`src/design/ihsr_pkg.sv`:
```
`timescale 1ns / 1ps
// Shared types and constants for the I2C humidity sensor reader.
// No dependencies; used by the sequencer, the conversion stages and the top level.
package ihsr_pkg;

  typedef enum logic [13:0] {
    PhIdle     = 14'b00000000000001,
    PhStart1   = 14'b00000000000010,
    PhStart2   = 14'b00000000000100,
    PhTxLow    = 14'b00000000001000,
    PhTxHigh   = 14'b00000000010000,
    PhAckLow   = 14'b00000000100000,
    PhAckWait  = 14'b00000001000000,
    PhRxLow    = 14'b00000010000000,
    PhRxHigh   = 14'b00000100000000,
    PhMackLow  = 14'b00001000000000,
    PhMackHigh = 14'b00010000000000,
    PhStop1    = 14'b00100000000000,
    PhStop2    = 14'b01000000000000,
    PhStop3    = 14'b10000000000000
  } phase_e;

  typedef enum logic [1:0] {
    OpTick  = 2'd0,
    OpWrite = 2'd1,
    OpRead  = 2'd2,
    OpNone  = 2'd3
  } op_e;

  typedef enum logic {
    CfgHalfPeriod = 1'b0,
    CfgAckTimeout = 1'b1
  } cfg_idx_e;

  typedef struct packed {
    logic scl_low;
    logic sda_low;
    logic busy;
    logic done;
    logic nack;
  } status_t;

  localparam logic [15:0] HalfPeriodReset = 16'd100;
  localparam logic [15:0] AckTimeoutReset = 16'd256;
  localparam logic [7:0]  AddrReadBit     = 8'h01;
  localparam logic [14:0] TempScale       = 15'd17500;
  localparam logic [13:0] HumScale        = 14'd10000;
  localparam logic [15:0] RoundBias       = 16'd32767;
  localparam logic [14:0] TempOffset      = 15'd4500;

endpackage

```
`src/design/ihsr_seq.sv`:
```
`timescale 1ns / 1ps
// Bus phase sequencer: one step per accepted tick, config registers, read byte capture.
// Depends on ihsr_pkg.
module ihsr_seq (
  input  logic                    clk_i,
  input  logic                    rst_ni,
  input  logic                    step_i,
  input  logic [1:0]              op_i,
  input  logic [7:0]              dev_addr_i,
  input  logic [7:0]              cmd_high_i,
  input  logic [7:0]              cmd_low_i,
  input  logic                    sda_in_i,
  input  logic                    scl_in_i,
  input  logic                    cfg_we_i,
  input  logic                    cfg_index_i,
  input  logic [15:0]             cfg_data_i,
  output ihsr_pkg::status_t       status_o,
  output logic [15:0]             temp_raw_o,
  output logic [15:0]             hum_raw_o
);

  ihsr_pkg::phase_e phase_q, phase_d;
  logic [15:0] half_q, ack_to_q;
  logic [15:0] timer_q, timer_d;
  logic [15:0] ack_cnt_q, ack_cnt_d;
  logic [3:0]  bit_q, bit_d;
  logic [2:0]  byte_q, byte_d;
  logic [7:0]  shift_q, shift_d;
  logic [7:0]  pend_q [3];
  logic [7:0]  pend_d [3];
  logic [7:0]  rb_q [4];
  logic [7:0]  rb_d [4];
  logic        is_read_q, is_read_d;
  logic        nack_q, nack_d;
  logic        done_q, done_d;

  logic [15:0] hp, lim, timer_adv, cnt_inc;
  logic        hit, timeout, after_ack;
  logic [3:0]  bit_inc;
  logic [2:0]  byte_inc;
  logic [7:0]  shift_rx;

  assign hp        = (half_q == 16'd0) ? 16'd1 : half_q;
  assign lim       = (ack_to_q == 16'd0) ? 16'd1 : ack_to_q;
  assign hit       = ({1'b0, timer_q} + 17'd1) >= {1'b0, hp};
  assign timer_adv = hit ? 16'd0 : timer_q + 16'd1;
  assign cnt_inc   = (ack_cnt_q != 16'hFFFF) ? ack_cnt_q + 16'd1 : ack_cnt_q;
  assign timeout   = cnt_inc >= lim;
  assign bit_inc   = bit_q + 4'd1;
  assign byte_inc  = byte_q + 3'd1;
  assign shift_rx  = {shift_q[6:0], sda_in_i};

  always_comb begin
    phase_d   = phase_q;
    timer_d   = timer_q;
    ack_cnt_d = ack_cnt_q;
    bit_d     = bit_q;
    byte_d    = byte_q;
    shift_d   = shift_q;
    pend_d    = pend_q;
    rb_d      = rb_q;
    is_read_d = is_read_q;
    nack_d    = nack_q;
    done_d    = done_q;
    after_ack = 1'b0;
    if (step_i) begin
      done_d = 1'b0;
      unique case (phase_q)
        ihsr_pkg::PhIdle: begin
          if (op_i == ihsr_pkg::OpWrite || op_i == ihsr_pkg::OpRead) begin
            is_read_d = (op_i == ihsr_pkg::OpRead);
            pend_d[0] = (op_i == ihsr_pkg::OpRead) ? (dev_addr_i | ihsr_pkg::AddrReadBit)
                                                   : dev_addr_i;
            pend_d[1] = cmd_high_i;
            pend_d[2] = cmd_low_i;
            byte_d    = 3'd0;
            bit_d     = 4'd0;
            nack_d    = 1'b0;
            ack_cnt_d = 16'd0;
            timer_d   = 16'd0;
            shift_d   = pend_d[0];
            phase_d   = ihsr_pkg::PhStart1;
          end
        end
        ihsr_pkg::PhStart1: begin
          timer_d = timer_adv;
          if (hit) phase_d = ihsr_pkg::PhStart2;
        end
        ihsr_pkg::PhStart2: begin
          timer_d = timer_adv;
          if (hit) begin
            bit_d   = 4'd0;
            phase_d = ihsr_pkg::PhTxLow;
          end
        end
        ihsr_pkg::PhTxLow: begin
          timer_d = timer_adv;
          if (hit) phase_d = ihsr_pkg::PhTxHigh;
        end
        ihsr_pkg::PhTxHigh: begin
          timer_d = timer_adv;
          if (hit) begin
            bit_d   = bit_inc;
            shift_d = {shift_q[6:0], 1'b0};
            if (bit_inc >= 4'd8) begin
              ack_cnt_d = 16'd0;
              phase_d   = ihsr_pkg::PhAckLow;
            end else begin
              phase_d = ihsr_pkg::PhTxLow;
            end
          end
        end
        ihsr_pkg::PhAckLow: begin
          timer_d = timer_adv;
          if (hit) begin
            ack_cnt_d = 16'd0;
            phase_d   = ihsr_pkg::PhAckWait;
          end
        end
        ihsr_pkg::PhAckWait: begin
          if (!sda_in_i) begin
            after_ack = 1'b1;
          end else begin
            ack_cnt_d = cnt_inc;
            if (timeout) begin
              nack_d = 1'b1;
              if (is_read_q) begin
                timer_d = 16'd0;
                phase_d = ihsr_pkg::PhStop1;
              end else begin
                after_ack = 1'b1;
              end
            end
          end
        end
        ihsr_pkg::PhRxLow: begin
          timer_d = timer_adv;
          if (hit) phase_d = ihsr_pkg::PhRxHigh;
        end
        ihsr_pkg::PhRxHigh: begin
          if (scl_in_i) begin
            timer_d = timer_adv;
            if (hit) begin
              shift_d = shift_rx;
              bit_d   = bit_inc;
              if (bit_inc >= 4'd8) begin
                case (byte_q)
                  3'd0:    rb_d[0] = shift_rx;
                  3'd1:    rb_d[1] = shift_rx;
                  3'd3:    rb_d[2] = shift_rx;
                  3'd4:    rb_d[3] = shift_rx;
                  default: ;
                endcase
                phase_d = ihsr_pkg::PhMackLow;
              end else begin
                phase_d = ihsr_pkg::PhRxLow;
              end
            end
          end
        end
        ihsr_pkg::PhMackLow: begin
          timer_d = timer_adv;
          if (hit) phase_d = ihsr_pkg::PhMackHigh;
        end
        ihsr_pkg::PhMackHigh: begin
          timer_d = timer_adv;
          if (hit) begin
            byte_d = byte_inc;
            if (byte_inc < 3'd6) begin
              bit_d   = 4'd0;
              shift_d = 8'd0;
              phase_d = ihsr_pkg::PhRxLow;
            end else begin
              phase_d = ihsr_pkg::PhStop1;
            end
          end
        end
        ihsr_pkg::PhStop1: begin
          timer_d = timer_adv;
          if (hit) phase_d = ihsr_pkg::PhStop2;
        end
        ihsr_pkg::PhStop2: begin
          timer_d = timer_adv;
          if (hit) phase_d = ihsr_pkg::PhStop3;
        end
        ihsr_pkg::PhStop3: begin
          timer_d = timer_adv;
          if (hit) begin
            phase_d = ihsr_pkg::PhIdle;
            done_d  = 1'b1;
          end
        end
        default: begin
          phase_d = ihsr_pkg::PhIdle;
          timer_d = 16'd0;
        end
      endcase
      if (after_ack) begin
        timer_d = 16'd0;
        bit_d   = 4'd0;
        if (is_read_q) begin
          byte_d  = 3'd0;
          shift_d = 8'd0;
          phase_d = ihsr_pkg::PhRxLow;
        end else begin
          byte_d = byte_inc;
          if (byte_inc < 3'd3) begin
            shift_d = pend_q[byte_inc[1:0]];
            phase_d = ihsr_pkg::PhTxLow;
          end else begin
            phase_d = ihsr_pkg::PhStop1;
          end
        end
      end
    end
  end

  always_ff @(posedge clk_i or negedge rst_ni) begin
    if (!rst_ni) begin
      half_q   <= ihsr_pkg::HalfPeriodReset;
      ack_to_q <= ihsr_pkg::AckTimeoutReset;
    end else if (cfg_we_i) begin
      unique case (cfg_index_i)
        ihsr_pkg::CfgHalfPeriod: half_q   <= cfg_data_i;
        ihsr_pkg::CfgAckTimeout: ack_to_q <= cfg_data_i;
        default: ;
      endcase
    end
  end

  always_ff @(posedge clk_i or negedge rst_ni) begin
    if (!rst_ni) begin
      phase_q   <= ihsr_pkg::PhIdle;
      timer_q   <= 16'd0;
      ack_cnt_q <= 16'd0;
      bit_q     <= 4'd0;
      byte_q    <= 3'd0;
      shift_q   <= 8'd0;
      pend_q    <= '{default: 8'd0};
      rb_q      <= '{default: 8'd0};
      is_read_q <= 1'b0;
      nack_q    <= 1'b0;
      done_q    <= 1'b0;
    end else begin
      phase_q   <= phase_d;
      timer_q   <= timer_d;
      ack_cnt_q <= ack_cnt_d;
      bit_q     <= bit_d;
      byte_q    <= byte_d;
      shift_q   <= shift_d;
      pend_q    <= pend_d;
      rb_q      <= rb_d;
      is_read_q <= is_read_d;
      nack_q    <= nack_d;
      done_q    <= done_d;
    end
  end

  always_comb begin
    status_o.scl_low = (phase_q == ihsr_pkg::PhTxLow) || (phase_q == ihsr_pkg::PhAckLow) ||
                       (phase_q == ihsr_pkg::PhRxLow) || (phase_q == ihsr_pkg::PhMackLow) ||
                       (phase_q == ihsr_pkg::PhStop1);
    if (phase_q == ihsr_pkg::PhStart2 || phase_q == ihsr_pkg::PhStop1 ||
        phase_q == ihsr_pkg::PhStop2) begin
      status_o.sda_low = 1'b1;
    end else if (phase_q == ihsr_pkg::PhTxLow || phase_q == ihsr_pkg::PhTxHigh) begin
      status_o.sda_low = ~shift_q[7];
    end else if (phase_q == ihsr_pkg::PhMackLow || phase_q == ihsr_pkg::PhMackHigh) begin
      status_o.sda_low = byte_q < 3'd5;
    end else begin
      status_o.sda_low = 1'b0;
    end
    status_o.busy = phase_q != ihsr_pkg::PhIdle;
    status_o.done = done_q;
    status_o.nack = done_q & nack_q;
  end

  assign temp_raw_o = {rb_q[0], rb_q[1]};
  assign hum_raw_o  = {rb_q[2], rb_q[3]};

endmodule

```
`src/design/ihsr_conv.sv`:
```
`timescale 1ns / 1ps
// Two result stages: scale products, then divide by 65535 and offset; holds the output register.
// Depends on ihsr_pkg.
module ihsr_conv (
  input  logic                    clk_i,
  input  logic                    rst_ni,
  input  logic                    advance_i,
  input  logic                    valid_i,
  input  ihsr_pkg::status_t       status_i,
  input  logic [15:0]             temp_raw_i,
  input  logic [15:0]             hum_raw_i,
  output logic                    valid_o,
  output ihsr_pkg::status_t       status_o,
  output logic [15:0]             temp_raw_o,
  output logic [15:0]             hum_raw_o,
  output logic signed [14:0]      temp_centi_o,
  output logic [13:0]             hum_centi_o
);

  logic              v2_q;
  ihsr_pkg::status_t st2_q;
  logic [15:0]       traw2_q, hraw2_q;
  logic [30:0]       tprod_d, tprod_q;
  logic [29:0]       hprod_d, hprod_q;

  logic [31:0]       tsum;
  logic [30:0]       hsum;
  logic [14:0]       tq;

  logic              v3_q;
  ihsr_pkg::status_t st3_q;
  logic [15:0]       traw3_q, hraw3_q;
  logic [14:0]       tc3_q;
  logic [13:0]       hc3_q;

  assign tprod_d = 31'(ihsr_pkg::TempScale) * 31'(temp_raw_i) + 31'(ihsr_pkg::RoundBias);
  assign hprod_d = 30'(ihsr_pkg::HumScale) * 30'(hum_raw_i) + 30'(ihsr_pkg::RoundBias);

  assign tsum = 32'(tprod_q) + 32'(tprod_q[30:16]) + 32'd1;
  assign hsum = 31'(hprod_q) + 31'(hprod_q[29:16]) + 31'd1;
  assign tq   = tsum[30:16];

  always_ff @(posedge clk_i or negedge rst_ni) begin
    if (!rst_ni) begin
      v2_q <= 1'b0;
      v3_q <= 1'b0;
    end else if (advance_i) begin
      v2_q <= valid_i;
      v3_q <= v2_q;
    end
  end

  always_ff @(posedge clk_i) begin
    if (advance_i) begin
      st2_q   <= status_i;
      traw2_q <= temp_raw_i;
      hraw2_q <= hum_raw_i;
      tprod_q <= tprod_d;
      hprod_q <= hprod_d;
      st3_q   <= st2_q;
      traw3_q <= traw2_q;
      hraw3_q <= hraw2_q;
      tc3_q   <= tq - ihsr_pkg::TempOffset;
      hc3_q   <= hsum[29:16];
    end
  end

  assign valid_o      = v3_q;
  assign status_o     = st3_q;
  assign temp_raw_o   = traw3_q;
  assign hum_raw_o    = hraw3_q;
  assign temp_centi_o = signed'(tc3_q);
  assign hum_centi_o  = hc3_q;

endmodule

```
`src/design/i2c_humidity_sensor_reader_core.sv`:
```
`timescale 1ns / 1ps
// Top level of the I2C humidity sensor reader: handshake, sequencer and result stages.
// Depends on ihsr_pkg, ihsr_seq and ihsr_conv.

// Each input transfer is one clock tick of the I2C bus master and yields exactly one result
// transfer. A tick is taken every cycle while the output side keeps up; the result passes
// through the sequencer state, the scale product stage and the divide and offset stage,
// and the pipeline stalls as a whole when the output is stalled. Op 1 writes address, command
// high and command low bytes; op 2 reads six bytes and reports raw and converted temperature
// and humidity; requests while busy are ignored. Bus timing is counted in ticks, so one SCL
// half phase lasts the half period setting in ticks. Write configuration only while idle.
module i2c_humidity_sensor_reader_core (
  input  logic               clk_i,
  input  logic               rst_ni,
  input  logic               in_valid_i,
  output logic               in_stall_o,
  input  logic [1:0]         op_i,
  input  logic [7:0]         dev_addr_i,
  input  logic [7:0]         cmd_high_i,
  input  logic [7:0]         cmd_low_i,
  input  logic               sda_in_i,
  input  logic               scl_in_i,
  output logic               out_valid_o,
  input  logic               out_stall_i,
  output logic               scl_pull_low_o,
  output logic               sda_pull_low_o,
  output logic               busy_res_o,
  output logic               done_res_o,
  output logic               nack_error_o,
  output logic [15:0]        temp_raw_o,
  output logic [15:0]        hum_raw_o,
  output logic signed [14:0] temp_centi_o,
  output logic [13:0]        hum_centi_o,
  input  logic               cfg_valid_i,
  output logic               cfg_ready_o,
  input  logic               cfg_index_i,
  input  logic [15:0]        cfg_data_i
);

  logic              advance, step, v1_q;
  ihsr_pkg::status_t seq_status, out_status;
  logic [15:0]       seq_traw, seq_hraw;

  assign advance     = ~out_valid_o | ~out_stall_i;
  assign in_stall_o  = ~advance;
  assign step        = in_valid_i & advance;
  assign cfg_ready_o = 1'b1;

  always_ff @(posedge clk_i or negedge rst_ni) begin
    if (!rst_ni) begin
      v1_q <= 1'b0;
    end else if (advance) begin
      v1_q <= in_valid_i;
    end
  end

  ihsr_seq u_seq (
    .clk_i       (clk_i),
    .rst_ni      (rst_ni),
    .step_i      (step),
    .op_i        (op_i),
    .dev_addr_i  (dev_addr_i),
    .cmd_high_i  (cmd_high_i),
    .cmd_low_i   (cmd_low_i),
    .sda_in_i    (sda_in_i),
    .scl_in_i    (scl_in_i),
    .cfg_we_i    (cfg_valid_i & cfg_ready_o),
    .cfg_index_i (cfg_index_i),
    .cfg_data_i  (cfg_data_i),
    .status_o    (seq_status),
    .temp_raw_o  (seq_traw),
    .hum_raw_o   (seq_hraw)
  );

  ihsr_conv u_conv (
    .clk_i        (clk_i),
    .rst_ni       (rst_ni),
    .advance_i    (advance),
    .valid_i      (v1_q),
    .status_i     (seq_status),
    .temp_raw_i   (seq_traw),
    .hum_raw_i    (seq_hraw),
    .valid_o      (out_valid_o),
    .status_o     (out_status),
    .temp_raw_o   (temp_raw_o),
    .hum_raw_o    (hum_raw_o),
    .temp_centi_o (temp_centi_o),
    .hum_centi_o  (hum_centi_o)
  );

  assign scl_pull_low_o = out_status.scl_low;
  assign sda_pull_low_o = out_status.sda_low;
  assign busy_res_o     = out_status.busy;
  assign done_res_o     = out_status.done;
  assign nack_error_o   = out_status.nack;

  a_done_idle: assert property (@(posedge clk_i) disable iff (!rst_ni)
    out_valid_o && done_res_o |-> !busy_res_o)
    else $error("done reported while still busy");

  a_nack_done: assert property (@(posedge clk_i) disable iff (!rst_ni)
    out_valid_o && nack_error_o |-> done_res_o)
    else $error("nack reported outside end of transfer");

  a_idle_release: assert property (@(posedge clk_i) disable iff (!rst_ni)
    out_valid_o && !busy_res_o |-> !scl_pull_low_o && !sda_pull_low_o)
    else $error("bus lines driven while idle");

endmodule

```
`config.mk`:
```
export PLATFORM = sky130hd
export DESIGN_NAME = i2c_humidity_sensor_reader_core
export DESIGN_NICKNAME = d
export VERILOG_FILES = /design/src/design/ihsr_pkg.sv /design/src/design/ihsr_seq.sv /design/src/design/ihsr_conv.sv /design/src/design/i2c_humidity_sensor_reader_core.sv
export SDC_FILE = /design/constraint.sdc
export NUM_CORES = 1
export LEC_CHECK = 0
export BUFFER_PORTS_ARGS = -buffer_cell sky130_fd_sc_hd__buf_4
export CAP_MARGIN = 25
export CORE_MARGIN = 3
export CORE_UTILIZATION = 37
export DETAILED_ROUTE_END_ITERATION = 10
export PLACE_DENSITY = 0.63
export SYNTH_ARGS = -nofsm -noshare
export SYNTH_HDL_FRONTEND = slang
export SYNTH_SLANG_ARGS = --single-unit
```
`constraint.sdc`:
```
create_clock -name clk_i -period 11.2 [get_ports clk_i]
set_clock_uncertainty 0.15 [all_clocks]
set_input_delay 2.24 -clock clk_i [delete_from_list [all_inputs] [get_ports clk_i]]
set_output_delay 2.24 -clock clk_i [all_outputs]
set_load 0.01 [all_outputs]
```
**Yosys cells after proc, flatten, opt, wreduce, memory -nomap -nowiden**

Cells that the tools add are included.

- Add/subtract/negate cells: 12
- Magnitude comparators: 7
- Multiply operators: 2
- Equal/unequal tests: 45
- Bitwise operators: 9
- Reductions and logical operators: 30
- Mux-type cells: 80

Operators by type and width:

| operator | count |
|---|---|
| $mux 14 | 19 |
| $mux 16 | 14 |
| $pmux 14 s14 | 1 |
| $pmux 16 s4 | 2 |
| $mux 8 | 11 |
| $ne 3x1->1 const B | 16 |
| $add 16x1->16 const B | 2 |
| $logic_not 16->1 | 2 |
| $pmux 8 s4 | 1 |
| $add 31x1->31 const B | 1 |
| $add 31x15->31 | 1 |
| $add 31x15->31 const B | 1 |
| $add 30x1->30 const B | 1 |
| $add 30x14->30 | 1 |
| $add 30x15->30 const B | 1 |
| $reduce_and 6->1 | 5 |
| $mul 13x16->29 const A | 1 |
| $mux 4 | 7 |
| $mul 10x16->26 const A | 1 |
| $mux 12 | 2 |
| $pmux 4 s5 | 1 |
| $reduce_and 18->1 | 1 |
| $add 16x1->17 const B | 1 |
| $ge 17x16->1 | 1 |
| other kinds (55) | 91 |

- Bits in registers: 319
- Output and inout bits: 69
- Word-level logic and storage cells: 224
- Bits of input ports: 50

**Logic depth before layout (Yosys ltp)**

- Word-level depth: 9
- Depth in mapped cells: 22
- Mapped depth without buffers: 21

**Modules after synthesis**

From an unflattened synthesis, not the netlist that was laid out.

- Cell total of the unflattened synthesis: 2120
- Area, all modules: 22078.7 um2

Modules (own cells, without submodules):

| module | area an instance (um2) | instances | sequential area each (um2) | cells an instance |
|---|---|---|---|---|
| ihsr_conv | 13352.8 | 1 | 4794.6 | 1219 |
| ihsr_seq | 8657.1 | 1 | 3809.9 | 894 |
| i2c_humidity_sensor_reader_core | 68.8 | 1 | 25.0 | 7 |

**Worst setup path after synthesis**

Ideal clock, no wire load.

- Path kind: input to output
- From: in out_stall_i
- To: out in_stall_o
- Slack: 2.651 ns
- Arrival: 6.159 ns
- Stages on the path: 2
- Buffers on the path: 0
- Required time: 8.810 ns
- Cell sequence: nand2_1 -> inv_1

- Longest elaborated chain between the ends: 3

Ends and longest elaborated chain:

| what | RTL line | RTL |
|---|---|---|
| start, declared | i2c_humidity_sensor_reader_core.sv:24 | `input logic out_stall_i,` |
| $not 1->1 | i2c_humidity_sensor_reader_core.sv:44 | `assign advance = ~out_valid_o \| ~out_stall_i;` |
| $or 1x1->1 | i2c_humidity_sensor_reader_core.sv:44 |  |
| $not 1->1 | i2c_humidity_sensor_reader_core.sv:45 | `assign in_stall_o = ~advance;` |
| end, declared | i2c_humidity_sensor_reader_core.sv:16 | `output logic in_stall_o,` |

No other way between the ends.

**Worst setup path after layout**

- From: reg u_seq.rb_q, in the netlist u_seq.temp_raw_o[9]
- To: reg u_conv.tprod_q[30] (data pin)

- Longest elaborated chain between the ends: 2

Ends and longest elaborated chain:

| what | RTL line | RTL |
|---|---|---|
| start, declared | ihsr_seq.sv:31 | `logic [7:0] rb_q [4];` |
| start signal, assigned | ihsr_seq.sv:252 | `rb_q <= rb_d;` |
| $mul 13x16->29 | ihsr_conv.sv:36 | `assign tprod_d = 31'(ihsr_pkg::TempScale) * 31'(temp_raw_i) + 31'(ihsr_pkg::RoundBias);` |
| $add 31x15->31 | ihsr_conv.sv:36 |  |
| via u_conv.tprod_d[30] | ihsr_conv.sv:23 | `logic [30:0] tprod_d, tprod_q;` |
| end signal, assigned | ihsr_conv.sv:58 | `tprod_q <= tprod_d;` |
| end, declared | ihsr_conv.sv:23 |  |

The timed path passes the listed nets, and every way through them passes these cells.
A chain may end at the register's enable or synchronous reset.

==> results.ini <==
[power_and_ir_drop]
p_leak_nw = 11.7
switching_share = 0.304
power_density_nw_per_um2 = 153
p_clk_frac = 0.344
p_int_mw = 2.64
pwr-share-comb = 0.218
p_switching_mw = 1.15
finalPower_mw = 3.80
ir_worst_vdd_v = 0.000107
seqPwrFrac = 0.438

[sta]
setup_tns_ns = 0
post-route-min-period_ns = 6.12
worst_pin_slew_ns = 1.02
rsz0062_at_grt = false
setup_viol = 0
finalHoldViolCount = 0
final_max_slew_viol_count = 0
final.period_utilization = 0.546
fmax_mhz = 164
relSlewSlack = 0.318
hold_ws_ns = 0.267

[synth]
synth_fa_ha_area_frac = 0.210
synth-edff-count = 158
synth_flop_cell = edfxtp_1
synth_top_family_by_area = adder cells
synth_cells = 2046
muxShareOfSynthArea = 0.0438
ys_types = 92
async_flop_share = 0.495
yosys.area_share.simple = 0.116
avgSynthCellArea_um2 = 10.6
synth_area_um2 = 21700
ys_seq_area_frac = 0.398
synth_xor_area_frac = 0.0554
ys_warn_count = 0
synth_compound_area_frac = 0.121
syn_nets = 2411
synth_seq_cells = 313

[cts]
clockRootBuffer = clkbuf_16
cts_sinks = 313
cts_hold_buf = 0
h-tree-depth = 2
cts.path.max_buffers = 3
numCtsBuffers = 39
cts_tree = done
path_clk_slew_ns = 0.07
post_cts_buffers = 0
cts_resized = 0
clk_latency_ns = 0.57

[drt]
remaining_drc_errors = 0
wl_per_cell_um = 16.2
via_per_inst = 5.14
num_vias = 15254
first_iter_violations = 711
wl_um = 48100
drtPass1Iterations = 5
ant_nets = 0

[floorplanning]
start_util = 0.375
die-area_um2 = 61500
die_y_um = 248
core-area_um2 = 57800
fp-row-count = 88
die_x_um = 248
io-pin-count = 119

[placement]
port_buffers = 117
hpwl_um = 36600
place.gp.congestion = 0.887

[finish]
fin_util = 0.429
syn2layout_area_growth_pct = 14.3
fin_nets = 2535
layout_commonest_cell = inv_1
n_antenna_cell = 0
drive_gt1_frac = 0.139
layout_common_cells = inv_1, ha_1, edfxtp_1, dfrtp_1, nand2_1

[critical_path]
end_kind = flip-flop
r2r_start = u_seq.temp_raw_o[9]
cp_max_fo = 9
required_ns = 11.36
r2r_cells = 16
reg2reg_to = u_conv.tprod_q[30]
worst-setup-path-type = flip-flop to flip-flop
r2r_slack_ns = 5.08
crit_start = u_seq.temp_raw_o[9]
worstSetupStartpointType = flip-flop
critPathArrivalTime_ns = 6.28
crit_path_end = u_conv.tprod_q[30]

[global_routing]
overflow = 0
grt_max_degree = 83
grt_pass1_vias = 15507
grt_antenna_before_repair = 0
grt_pass1_wl_um = 78800
track_usage = 0.158

[run]
maxCapViolations = 0

[status]
status = finished clean

[worst_hold_path]
timing.hold.worst.class = flip-flop to flip-flop

## worst max-delay path, cell delays in order, from the launching register on
cell	delay [ns]
dfrtp_1	0.54
ha_1	0.32
fa_1	0.48
ha_1	0.34
fa_1	0.49
inv_1	0.05
fa_1	0.52
inv_1	0.04
ha_1	0.43
o311ai_0	0.70
nor2_1	0.15
a2111oi_1	0.52
o31ai_1	0.19
xnor2_1	0.23
and4bb_1	0.27
a311o_1	0.35
o31a_1	0.11
## registers in the layout, indices dropped and copies added, names as in the netlist, 15 cells and up
signal               cells
u_conv.temp_raw_o       16
u_conv.hprod_q          26
u_conv.hraw2_q          16
u_seq.pend_q            24
u_seq.timer_q           16
u_conv.temp_centi_o     15
u_seq.hum_raw_o         16
u_seq.half_q            16
u_conv.hum_raw_o        16
u_seq.ack_cnt_q         16
u_conv.tprod_q          29
u_seq.temp_raw_o        16
u_conv.traw2_q          16
u_seq.ack_to_q          16
## layer usage
| metal | vias up | share of wire | GRT usage |
|---|---|---|---|
| met5 | - | 0 | 0 |
| met4 | 0 | 0.026 | 0.0474 |
| met3 | 84 | 0.047 | 0.0292 |
| met2 | 308 | 0.48 | 0.269 |
| met1 | 7398 | 0.44 | 0.204 |
| li1 | 7464 | - | - |
## worst min path at each step
stage | from | slack [ns] | depth (start not counted) | endpoint
floorplan | u_conv.hraw2_q[0] | 0.25 | 0 | u_conv.hum_raw_o[0]
finish | u_conv.traw2_q[4] | 0.27 | 0 | u_conv.temp_raw_o[4]
CTS | u_conv.traw2_q[13] | 0.26 | 0 | u_conv.temp_raw_o[13]
detailed placement | u_conv.hraw2_q[3] | 0.25 | 0 | u_conv.hum_raw_o[3]
global route | u_conv.traw2_q[13] | 0.27 | 0 | u_conv.temp_raw_o[13]
global placement | u_conv.traw2_q[13] | 0.25 | 0 | u_conv.temp_raw_o[13]
## power groups by stage
stage	Clock, mW	Combinational [mW]	Sequential [mW]
floorplan	0	0.506	1.68
global placement	0	0.813	1.68
detailed placement	0	0.831	1.69
CTS	1.35	0.835	1.67
global route	1.39	0.924	1.70
finish	1.31	0.827	1.66
## synth_stat cells (16+ instances only)
library cell / n / area, um2
xnor2_1: 82 / 718
a21oi_1: 76 / 380
edfxtp_1: 158 / 4740
mux2_2: 71 / 800
ha_1: 235 / 2940
fa_1: 80 / 1600
o211ai_1: 16 / 120
nor3_1: 21 / 105
clkbuf_1: 27 / 101
inv_1: 274 / 1030
dfrtp_1: 150 / 3750
a21o_1: 23 / 173
and3_1: 22 / 138
nand2_1: 131 / 492
o21a_1: 23 / 173
nand2b_1: 30 / 188
o21ai_0: 121 / 606
nor2_1: 112 / 420
xor2_1: 55 / 482
and2_1: 16 / 100
nand3_1: 43 / 215
## cell type report
cell class,instances,area (um2)
Fill cell,5491,33000
Multi-Input combinational cell,1418,11900
Sequential cell,313,8630
Clock buffer,46,1080
Inverter,274,1030
Tap cell,765,957
Timing Repair Buffer,124,955
Clock inverter,26,265
## metrics by stage
stage / cell area (um2) / setup WS, ns / std cells
global route: 24800 / 4.74 / 2966
global placement: 23400 / 5.19 / 2893
detailed placement: 23400 / 5.06 / 2893
floorplan: 21700 / 2.65 / 2046
finish: 24800 / 5.08 / 2966
CTS: 24700 / 5.05 / 2965
## kinds of logic (layout without fill, tap and decap cells)
family,count (synthesis),count (layout)
fa+ha+maj,315,315
xor+xnor,137,137
compound gates,394,394
buf+inv,315,470
other cells,1,1
simple gates,485,485
mux,86,86
flops,313,313
Power figures use the tool's default switching activity.
